`src/acphi_pkg.sv`:
```
package acphi_pkg;

  // input action codes
  localparam logic [2:0] ACT_HOST_REG = 3'd0;
  localparam logic [2:0] ACT_HOST_WR  = 3'd1;
  localparam logic [2:0] ACT_HOST_RD  = 3'd2;
  localparam logic [2:0] ACT_CPU_WR   = 3'd3;
  localparam logic [2:0] ACT_TICK     = 3'd4;

  // host register offsets
  localparam logic [2:0] HREG_RESET = 3'd0;
  localparam logic [2:0] HREG_NMI   = 3'd1;
  localparam logic [2:0] HREG_RATE  = 3'd2;

  // configuration register indexes
  localparam int CFG_IDX_W  = 3;
  localparam int CFG_DATA_W = 9;
  localparam logic [CFG_IDX_W-1:0] CFG_VOLUME       = 3'd0;
  localparam logic [CFG_IDX_W-1:0] CFG_MUTE         = 3'd1;
  localparam logic [CFG_IDX_W-1:0] CFG_PAUSED       = 3'd2;
  localparam logic [CFG_IDX_W-1:0] CFG_CLK_PER_TICK = 3'd3;
  localparam logic [CFG_IDX_W-1:0] CFG_CLK_MULT     = 3'd4;

  localparam logic [8:0]  VOLUME_RESET       = 9'd256;
  localparam logic [7:0]  CLK_PER_TICK_RESET = 8'd81;
  localparam logic [4:0]  CLK_MULT_RESET     = 5'd4;
  localparam logic [31:0] COUNTER_LOAD       = 32'd255;
  localparam logic [31:0] COUNTER_MIN        = 32'h8000_0000;
  localparam logic [11:0] RUN_MAX            = 12'hFFF;
  localparam logic [11:0] RUN_RESET          = 12'd1024;
  localparam logic [7:0]  DAC_MID            = 8'h80;

  localparam int QUEUE_DEPTH = 2;

  typedef enum logic [2:0] {
    OP_NONE,
    OP_CPU_RESET,
    OP_NMI,
    OP_RATE,
    OP_RAM_WR,
    OP_RAM_RD,
    OP_DAC_WR,
    OP_TICK
  } op_t;

  typedef struct packed {
    op_t         op;
    logic [15:0] addr;
    logic [7:0]  data;
  } item_t;

  typedef struct packed {
    logic [8:0] volume;
    logic       mute;
    logic       paused;
    logic [7:0] clk_per_tick;
    logic [4:0] clk_mult;
  } cfg_t;

endpackage

```
`src/acphi_front.sv`:
```
module acphi_front (
  input  logic               in_valid,
  output logic               in_ready,
  input  logic [2:0]         in_action,
  input  logic [15:0]        in_address,
  input  logic [7:0]         in_write_value,
  input  logic               q_full,
  output logic               push_valid,
  output acphi_pkg::item_t   push_item
);
  import acphi_pkg::*;

  op_t op_c;

  always_comb begin
    op_c = OP_NONE;
    case (in_action)
      ACT_HOST_REG: begin
        case (in_address[2:0])
          HREG_RESET: op_c = OP_CPU_RESET;
          HREG_NMI:   op_c = OP_NMI;
          HREG_RATE:  op_c = OP_RATE;
          default:    op_c = OP_NONE;
        endcase
      end
      ACT_HOST_WR: op_c = OP_RAM_WR;
      ACT_HOST_RD: op_c = OP_RAM_RD;
      // coprocessor writes with bit 15 set also hit the DAC latch
      ACT_CPU_WR:  op_c = in_address[15] ? OP_DAC_WR : OP_RAM_WR;
      ACT_TICK:    op_c = OP_TICK;
      default:     op_c = OP_NONE;
    endcase
  end

  assign in_ready       = !q_full;
  assign push_valid     = in_valid && !q_full;
  assign push_item.op   = op_c;
  assign push_item.addr = in_address;
  assign push_item.data = in_write_value;

endmodule

```
`config.mk`:
```
export PLATFORM = sky130hd
export DESIGN_NAME = acphi_front
export DESIGN_NICKNAME = d
export VERILOG_FILES = /design/src/acphi_pkg.sv /design/src/acphi_front.sv
export SDC_FILE = /design/constraint.sdc
export NUM_CORES = 1
export LEC_CHECK = 0
export BUFFER_PORTS_ARGS = -buffer_cell sky130_fd_sc_hd__buf_2
export CORE_AREA = 3 3 40 42
export DETAILED_ROUTE_END_ITERATION = 10
export DIE_AREA = 0 0 43 45
export MAX_ROUTING_LAYER = met4
export PLACE_DENSITY_LB_ADDON = 0.1
export SYNTH_ARGS = -nofsm -noshare
export SYNTH_HDL_FRONTEND = slang
export SYNTH_SLANG_ARGS = --single-unit
```
`constraint.sdc`:
```
create_clock -name vclk -period 1.02
set_input_delay 0.102 -clock vclk [all_inputs]
set_output_delay 0.102 -clock vclk [all_outputs]
set_load 0.005 [all_outputs]
```
Word-level counts from Yosys, hierarchy flattened
Index checks and enable logic that the tools add are counted.
{"block": "totals", "register_bits": 0, "out_inout_bits": 29, "elab_cells": 13}
{"block": "classes", "eq_ne": 6, "mux": 3, "n_reduce_logical": 4}
{"operator": "$pmux W3 S5", "count": 1}
{"operator": "$eq A3 B2 Y1 const B", "count": 3}
{"operator": "$eq A3 B1 Y1 const B", "count": 2}
{"operator": "$logic_not A3 Y1", "count": 2}
{"operator": "$pmux W2 S3", "count": 1}
{"operator": "$eq A3 B3 Y1 const B", "count": 1}
{"operator": "$mux W2", "count": 1}
{"operator": "$logic_and A1 B1 Y1", "count": 1}
{"operator": "$logic_not A1 Y1", "count": 1}

Logic depth before layout (Yosys ltp)
{"block": "logic_depth", "ltp_word": 3, "mapped_depth": 3, "ltp_nobuf": 3}

Worst setup path after synthesis
OpenSTA, ideal clock, no wires.
{"block": "synth_path", "path_kind": "in2out", "from": "input in_address[1]", "to": "output push_item[25] in the netlist's numbering", "t_arrival_ns": 0.498, "required_ns": 0.918, "setup_slack_ns": 0.420, "path_stages": 3, "path_buffers": 0, "path_cell_list": "xor2_1 > a21oi_1 > o31ai_2"}
{"item": "from (decl)", "line": "acphi_front.sv:5", "source": "input logic [15:0] in_address,"}
{"item": "to (decl)", "line": "acphi_front.sv:9", "source": "output acphi_pkg::item_t push_item"}

==> metrics.md <==
| Metric | Value |
|---|---|
| Starting density of the core | 0.2006 |
| Worst VDD drop | 36.86 uV |
| Via count | 182 |
| Vias in the first global route | 144 |
| Setup WS pre-CTS | 0.1569 ns |
| Remaining antenna violation count | 0 |
| Register area share after synthesis | 0 |
| Post-route setup TNS | 0 ns |
| First-pass GRT wire length | 703 microns |
| Post-synth cell types | 11 |
| Chip width | 43 microns |
| Worst hold path class | primary input to output pin |
| Maximum clock rate | 1163 MHz |
| Overflow after GRT | 0 |
| DRC Markers | 0 |
| # fillers | 159 |
| Synth Instances | 36 |
| N_diodes | 0 |
| Clock buffer cells | 0 |
| Hold buffers post-CTS | 0 |
| Die area | 1935 sq um |
| CP Launch Type | primary input |
| Cell area after synthesis | 257.7 sq um |
| Tot Pwr | 0.07129 mW |
| GPL Wtd Cong | 0.7590 |
| Layout overhead on the synthesized area | -27.67% |
| Tmin final | 0.8596 ns |
| Ys Warns | 0 |
| Final nets | 61 |
| Total track usage | 0.04526 |
| Flip-flop and latch count | 0 |
| P per Cell Area | 382.4 nW/um^2 |
| Hold endpoint | push_item[0] |
| Cells along the critical path | buf_2 > xor2_1 > a21oi_1 > o31ai_2 > buf_2 |
| Cts repair resizes | 0 |
| Register area | 0 sq um |
| CP required | 0.92 ns |
| Pin count of the biggest net entering global routing | 6 |
| Syn_nets | 65 |
| Slew margin rel. | 0.8935 |
| Critical path type | primary input to output pin |
| WL/cell | 12.00 microns |
| Critical Path AT | 0.76 ns |
| IO Pins | 58 |
| Worst setup EP type | output pin |
| Pleak | 0.1053 nW |
| # port buffers | 18 |
| 1st-pass router iterations | 1 |
| Final Max Slew Viols | 0 |
| Slowest CP cell | o31ai_2 |
| Min setup slack post-route | 0.1604 ns |
| Crit path largest cell delay | 0.16 ns |
| Via density | 4.044 |
| Kind of cell adding the most delay to the critical path | compound AO/OA/AOI/OAI gates |
| Final HPWL DP | 488.8 microns |
| Core area | 1285 sq um |
| WP depth | 5 |
| Final core occ | 0.1451 |
| Post-route clock period utilization | 0.8427 |
| Fin. Hold Viols | 0 |
| WL final | 540 microns |
| Die height | 45 microns |
| Iteration-0 DRC Markers | 0 |
| Status | complete, no violations |
| Most frequent CP cell | buf_2 |
| Worst-Margin Slew | 0.1588 ns |
| Buf+Inv Stages, Crit Path | 2 |
| Site Rows | 13 |
| RSZ-0062 raised after global routing | no |
| Ratio of cells with drive above 1 in the final layout | 0.6333 |
| Initial antenna violation count | 0 |
| CP max FO | 3 |
| Hold path depth | 0 |
| Final setup fails | 0 |
| Max-cap violations | 0 |
| Post-Syn Area per Cell | 7.160 sq um |
| Worst hold start | in_write_value[0] |
| Post-CTS Setup Repair Bufs | 0 |
==> layout make-up <==
class              count  area (sq um)  area share
multi-input cells     10         70.07      0.3758
well taps             15         18.77      0.1007
inverters              2         7.507     0.04027
repair buffers        18         90.09      0.4832
==> per-stage QoR <==
step / std cells / hold WS, ns / cell area (sq um)
2_1_floorplan: 36 / 0.2305 / 257.7
3_3_place_gp: 45 / 0.2040 / 186.4
3_5_place_dp: 45 / 0.2040 / 186.4
4_1_cts: 45 / 0.2040 / 186.4
5_1_grt: 45 / 0.2040 / 186.4
6_report: 45 / 0.2040 / 186.4
==> where the power goes <==
part | internal [mW] | switching, mW | leakage, nW
clock network | 0 | 0 | 0
registers | 0 | 0 | 0
logic | 0.0385 | 0.0328 | 0.105
==> synth_stat cells (all sizes together) <==
library cell / n / area share
buf: 24 / 0.70
inv: 2 / 0.029
nor2: 2 / 0.029
a211oi: 1 / 0.029
a21oi: 1 / 0.019
nand4b: 1 / 0.034
nor2b: 1 / 0.024
nor3: 1 / 0.019
o31ai: 1 / 0.049
xnor2: 1 / 0.034
xor2: 1 / 0.034
==> metal layers <==
layer	routed length [microns]	vias up	share of wire	track usage
met1	109	72	0.20	0.02381
met2	236	30	0.44	0.07784
met3	192	2	0.36	0.05578
li1	-	78	-	-
met4	2	0	0.0037	0.01807
met5	0	-	0	-
==> layout by cell type, fill, tap and decap left out <==
cell type / n
inv_1: 2
xor2_1: 1
nor2_1: 2
a211oi_1: 1
a21oi_1: 1
nand4b_1: 1
nor3_1: 1
xnor2_1: 1
nor2b_1: 1
o31ai_2: 1
buf_2: 18
==> logic make-up after synthesis <==
| group | synth area share |
|---|---|
| buffers and inverters | 0.7282 |
| AND/OR/NAND/NOR | 0.1068 |
| AO/OA/AOI/OAI | 0.09707 |
| XOR/XNOR | 0.06797 |
==> worst max path at each step <==
stage | startpoint | slack, ns | to
6_report | in_address[0] | 0.16 | push_item[25]
5_1_grt | in_address[0] | 0.07 | push_item[25]
4_1_cts | in_address[0] | 0.15 | push_item[25]
3_5_place_dp | in_address[0] | 0.16 | push_item[25]
3_3_place_gp | in_address[0] | 0.15 | push_item[25]
2_1_floorplan | in_address[1] | 0.42 | push_item[25]
No activity file was read; power rests on OpenSTA's default activity.
