===== src/acphi_pkg.sv =====
package acphi_pkg;

  // input action codes
  localparam logic [2:0] ACT_HOST_REG = 3'd0;
  localparam logic [2:0] ACT_HOST_WR  = 3'd1;
  localparam logic [2:0] ACT_HOST_RD  = 3'd2;
  localparam logic [2:0] ACT_CPU_WR   = 3'd3;
  localparam logic [2:0] ACT_TICK     = 3'd4;

  // host register offsets
  localparam logic [2:0] HREG_RESET = 3'd0;
  localparam logic [2:0] HREG_NMI   = 3'd1;
  localparam logic [2:0] HREG_RATE  = 3'd2;

  // configuration register indexes
  localparam int CFG_IDX_W  = 3;
  localparam int CFG_DATA_W = 9;
  localparam logic [CFG_IDX_W-1:0] CFG_VOLUME       = 3'd0;
  localparam logic [CFG_IDX_W-1:0] CFG_MUTE         = 3'd1;
  localparam logic [CFG_IDX_W-1:0] CFG_PAUSED       = 3'd2;
  localparam logic [CFG_IDX_W-1:0] CFG_CLK_PER_TICK = 3'd3;
  localparam logic [CFG_IDX_W-1:0] CFG_CLK_MULT     = 3'd4;

  localparam logic [8:0]  VOLUME_RESET       = 9'd256;
  localparam logic [7:0]  CLK_PER_TICK_RESET = 8'd81;
  localparam logic [4:0]  CLK_MULT_RESET     = 5'd4;
  localparam logic [31:0] COUNTER_LOAD       = 32'd255;
  localparam logic [31:0] COUNTER_MIN        = 32'h8000_0000;
  localparam logic [11:0] RUN_MAX            = 12'hFFF;
  localparam logic [11:0] RUN_RESET          = 12'd1024;
  localparam logic [7:0]  DAC_MID            = 8'h80;

  localparam int QUEUE_DEPTH = 2;

  typedef enum logic [2:0] {
    OP_NONE,
    OP_CPU_RESET,
    OP_NMI,
    OP_RATE,
    OP_RAM_WR,
    OP_RAM_RD,
    OP_DAC_WR,
    OP_TICK
  } op_t;

  typedef struct packed {
    op_t         op;
    logic [15:0] addr;
    logic [7:0]  data;
  } item_t;

  typedef struct packed {
    logic [8:0] volume;
    logic       mute;
    logic       paused;
    logic [7:0] clk_per_tick;
    logic [4:0] clk_mult;
  } cfg_t;

endpackage


===== src/acphi_queue.sv =====
module acphi_queue (
  input  logic             clk,
  input  logic             rst_n,
  input  logic             push_valid,
  input  acphi_pkg::item_t push_item,
  output logic             full,
  input  logic             pop,
  output logic             pop_valid,
  output acphi_pkg::item_t pop_item
);
  import acphi_pkg::*;

  localparam int PtrW = (QUEUE_DEPTH > 1) ? $clog2(QUEUE_DEPTH) : 1;
  localparam int CntW = $clog2(QUEUE_DEPTH + 1);
  localparam logic [CntW-1:0] DepthCnt = CntW'(QUEUE_DEPTH);
  localparam logic [PtrW-1:0] LastPtr  = PtrW'(QUEUE_DEPTH - 1);

  item_t           entry_r [QUEUE_DEPTH];
  logic [PtrW-1:0] wr_ptr_r, wr_ptr_nxt;
  logic [PtrW-1:0] rd_ptr_r, rd_ptr_nxt;
  logic [CntW-1:0] count_r, count_nxt;

  always_comb begin
    wr_ptr_nxt = wr_ptr_r;
    rd_ptr_nxt = rd_ptr_r;
    count_nxt  = count_r;
    if (push_valid) begin
      wr_ptr_nxt = (wr_ptr_r == LastPtr) ? '0 : wr_ptr_r + 1'b1;
    end
    if (pop) begin
      rd_ptr_nxt = (rd_ptr_r == LastPtr) ? '0 : rd_ptr_r + 1'b1;
    end
    if (push_valid && !pop) begin
      count_nxt = count_r + 1'b1;
    end else if (!push_valid && pop) begin
      count_nxt = count_r - 1'b1;
    end
  end

  always_ff @(posedge clk) begin
    if (!rst_n) begin
      wr_ptr_r <= '0;
      rd_ptr_r <= '0;
      count_r  <= '0;
    end else begin
      wr_ptr_r <= wr_ptr_nxt;
      rd_ptr_r <= rd_ptr_nxt;
      count_r  <= count_nxt;
    end
  end

  always_ff @(posedge clk) begin
    if (push_valid) begin
      entry_r[wr_ptr_r] <= push_item;
    end
  end

  assign full      = (count_r == DepthCnt);
  assign pop_valid = (count_r != '0);
  assign pop_item  = entry_r[rd_ptr_r];

endmodule


===== config.mk =====
export PLATFORM = sky130hd
export DESIGN_NAME = acphi_queue
export DESIGN_NICKNAME = d
export VERILOG_FILES = /design/src/acphi_pkg.sv /design/src/acphi_queue.sv
export SDC_FILE = /design/constraint.sdc
export NUM_CORES = 1
export LEC_CHECK = 0
export BUFFER_PORTS_ARGS = -buffer_cell sky130_fd_sc_hd__clkbuf_2
export CORE_MARGIN = 8
export CORE_UTILIZATION = 55
export DETAILED_ROUTE_END_ITERATION = 8
export GPL_TIMING_DRIVEN = 0
export PLACE_DENSITY = 0.86
export SLEW_MARGIN = 20
export SYNTH_ARGS = -nofsm -noshare
export SYNTH_HDL_FRONTEND = slang
export SYNTH_SLANG_ARGS = --single-unit

===== constraint.sdc =====
create_clock -name clk -period 3.3 [get_ports clk]
set_input_delay 0.165 -clock clk [delete_from_list [all_inputs] [get_ports clk]]
set_output_delay 0.165 -clock clk [all_outputs]
set_load 0.02 [all_outputs]

Word level (Yosys, flattened, before mapping)
Memories as Yosys holds them, arrays and structs flattened. A register that Yosys moved wholly into a read port is not among the register bits.
Cells that the tools add are included.
- muxes and demuxes: 8
- reductions and logical operators: 6
- equality and inequality tests: 1
- add/subtract/negate cells: 4
- operator list (operator ; number):
    2-to-1 mux 1 bit ; 6
    2-to-1 mux 2 bit ; 2
    nonzero test 2 bit ; 2
    adder 1 bit, second input constant ; 2
    adder 2 x 1 -> 2 bit, second input constant ; 1
    equality test 2 bit, second input constant ; 1
    logical AND 1 bit ; 2
    logical NOT 1 bit ; 2
    subtractor 2 x 1 -> 2 bit, second input constant ; 1
- bits in writable memories: 54
- bits in registers: 4
- memories: 1
- memory list (name ; depth ; bits a word ; read ports ; clocked after memory_dff ; wr ports ; RTL line ; source):
    entry_r ; 2 ; 27 ; 1 ; 1 ; 1 ; acphi_queue.sv:18 ; item_t entry_r [QUEUE_DEPTH];

Longest topological paths before layout
- word-level depth: 4
- gate-level depth with buffers: 5
- mapped depth without buffers: 5

Worst setup path before layout
No wires, ideal clock.
- path type: reg-to-reg
- from: register wr_ptr_r
- to: memory entry_r[0][0] in the netlist's numbering (enable)
- arrival time: 1558 ps
- path buffers: 0
- data required time: 2885 ps
- clock period less this slack: 1974 ps
- setup time: 415 ps
- slack: 1326 ps
- cell stages (with the launch flop): 2
- cell sequence: dfxtp_1 -> nor2b_1
- RTL lines (element ; RTL line ; source):
    start: declaration ; acphi_queue.sv:19 ; logic [PtrW-1:0] wr_ptr_r, wr_ptr_nxt;
    start signal: assignment ; acphi_queue.sv:46 ; wr_ptr_r <= wr_ptr_nxt;
    end: declaration ; acphi_queue.sv:18 ;
No word-level cell before the write port.

==> results.cfg <==
[run_status]
status = finished clean

[yosys]
synth_seq_area_share_pct = 79.2
synthesis_stage_register_bit_count = 59
ys.warnings.count = 0
post_synth_instance_area_sq_um = 2170
synth_top_cells_by_area = edfxtp_1 (75%), mux2_2 (14%), dfxtp_1 (4.6%)
ys_types = 17
mappedNetlistNets = 138
synthesis.area_per_instance_sq_um = 20.5
area_fraction_of_the_dominant_cell_type_after_synthesis_pct = 74.6
yosysTopAreaCell = edfxtp_1
synthCells = 106

[run]
maxCapViolCount = 0

[finish]
post-route-util_pct = 69.6
n_antenna_cell = 0
seq_area_sq_um = 1720
multiInputGateArea_sq_um = 430
area_delta_synth_final_pct = 25.3
final_layout_size_suffix_gt1_share_pct = 59.1
commonest_non_fill_non_tap_cell_in_the_layout = clkbuf_2
most-common-layout-cells = clkbuf_2 (59), edfxtp_1 (54), mux2_2 (27)
design.final.nets = 208
filler_cell_count = 282
final-instance-count-excl-fill = 231

[critical_path]
path_class = reg2out
r2r_end = entry_r[0][16]
critical_path.max_fanout = 10
r2r_slack_ps = 1930
setup.worst_path.end_class = primary output
start_of_the_worst_register_to_register_path = wr_ptr_r
critical_path_required_ps = 3130
reg2reg_depth = 1
crit_arrival_ps = 1550
cp_slowest_stage_delay_ps = 360
timing.critical_path.cells = buf_2 -> buf_6 -> mux2_2 -> clkbuf_2
timing.critical_path.slowest_stage_cell = mux2_2
timing.critical_path.from_type = register

[floorplanning]
row_count = 23
die-height_um = 78.9
ioPinCount = 60
die-area_sq_um = 6220
fp.coreArea_sq_um = 3910
initial_core_util_pct = 55.6
dieWidth_um = 78.9

[global_route]
grt_pass1_vias = 1245
maximum_number_of_pins_on_one_net_before_global_route_repair = 29
first_pass_grt_wire_length_mm = 6.08
groute.usage.overall_pct = 13.2
global_route.overflow_total = 0
antenna_found_initial = 0

[placement]
place.gp.congestion = 0.659
detailedPlacementHpwl_mm = 2.71
preCtsSetupSlack_ps = 1900
portBuffers = 59
placed_cells = 215

[sta]
clock_skew_ps = 5.62
setup-tns-final_ps = 0
max_slew_margin_pct = 45.7
worst_slew_pin_slew_ps = 812
timing.final.setup_violations = 0
rsz_0062_raised_after_global_routing = false
min_period_over_period_pct = 52.0
hold_viol = 0
upper_clock_frequency_limit_mhz = 583
timing_max_transition_violations_final = 0
period_minus_slack_ps = 1720
setup_ws_ps = 1580

[clock_network]
post-cts-setup-buffers = 0
cts-root-buf = clkbuf_8
cts.sink_count = 59
clkLatencyLatePin_ps = 320
clock_path_buffers = 2
tritoncts = yes
cts_repair_resize_count = 0
htree_num_levels = 3
cts_made_buffers = 9
cts_hold_repair.buffers = 0
worst_setup_hold_path_clk_slew_ps = 60

[worst_hold_path]
holdPathStages = 1
hold_path_class = in2reg
worstHoldStart = push_item[6]
worstHoldEndpoint = entry_r[1][6]

[pwr]
power.static_leakage_uw = 0.00107
vdd_ir_drop_max_mv = 0.367
seq_power_share_pct = 52.0
internal_power_uw = 1290
combPwrFrac_pct = 12.5
pwr_density_cell_nw_per_um2 = 617
share_clk_of_total_power_pct = 35.5
net-switching-power_uw = 387
switching_share_pct = 23.0

[detailed_routing]
drtIter0Drc = 96
drt.antenna.violating_nets = 0
via_count = 1145
vias_per_cell = 4.96
wirelength_mm = 3.80
drt-pass1-iter-count = 4
remaining_drc_errors = 0
routed_wire_length_per_instance_um = 16.4
cell usage after synthesis:
| library cell | instances |
|---|---|
| edfxtp_1 | 54 |
| mux2_2 | 27 |
| dfxtp_1 | 5 |
| and2_1 | 4 |
| buf_6 | 2 |
| nor2b_1 | 2 |
| xor2_1 | 2 |
| a21boi_1 | 1 |
| and2b_2 | 1 |
| buf_2 | 1 |
| ha_1 | 1 |
| inv_1 | 1 |
| o21a_1 | 1 |
| o21ai_0 | 1 |
| or2_2 | 1 |
| or3_1 | 1 |
| xnor2_1 | 1 |
power by group through the flow:
stage / registers (uW) / logic, uW / clock network, uW
6_report: 875 / 211 / 596
5_1_grt: 878 / 227 / 649
4_1_cts: 875 / 215 / 611
3_5_place_dp: 891 / 214 / 0
3_3_place_gp: 888 / 206 / 0
2_1_floorplan: 886 / 139 / 0
layout make-up:
| cell class | count | share of cell area, % |
|---|---|---|
| timing repair buffer | 59 | 10.8 |
| clock buffer | 10 | 4.68 |
| inverter | 1 | 0.138 |
| clock inverter | 6 | 2.07 |
| tap | 50 | 2.30 |
| multi-input combinational | 43 | 15.8 |
| buffer | 3 | 1.01 |
| sequential | 59 | 63.2 |
per-stage QoR:
| stage | cell area [sq um] | total power [uW] | hold slack [ps] |
|---|---|---|---|
| after floorplan | 2170 | 1030 | 264 |
| after global placement | 2530 | 1090 | 354 |
| after detailed placement | 2540 | 1100 | 357 |
| after CTS | 2730 | 1700 | 13.8 |
| after global routing | 2730 | 1750 | 10.9 |
| final | 2730 | 1680 | 31.0 |
routing by layer:
| layer | GRT usage (%) | vias to the layer above | wire, um |
|---|---|---|---|
| met5 | 0 | - | 0 |
| li1 | - | 547 | - |
| met3 | 4.97 | 5 | 269 |
| met1 | 13.8 | 553 | 1440 |
| met4 | 8.89 | 0 | 54 |
| met2 | 21.7 | 40 | 2030 |
worst max-delay path by stage:
stage | startpoint | endpoint | depth (start not counted)
floorplan | wr_ptr_r | entry_r[0][0] | 1
global placement | push_valid | entry_r[0][3] | 2
detailed placement | register | pop_item[1] | 4
CTS | register | pop_item[1] | 4
global route | register | pop_item[1] | 4
finish | register | pop_item[1] | 4
worst max-delay path: cells and delay by family, from the launching register on:
kind / cells / cell delay [ps]
flops: 1 / 300
buf+inv: 3 / 580
mux: 1 / 360
state kept, by name, summed over array words and instances, names as in the netlist, named ones only:
signal,count
entry_r,54
count_r,2
rd_ptr_r,1
wr_ptr_r,1
logic make-up after synthesis:
family                   Yosys count  share of synthesized area [%]
buffers and inverters              4                           1.44
multiplexers                      27                           14.0
flip-flops                        59                           79.2
AND/OR/NAND/NOR                    9                           2.70
XOR/XNOR                           3                           1.21
AO/OA/AOI/OAI                      3                          0.921
adder cells (fa/ha/maj)            1                          0.575
Note: power is estimated with default switching activity, not from simulation.
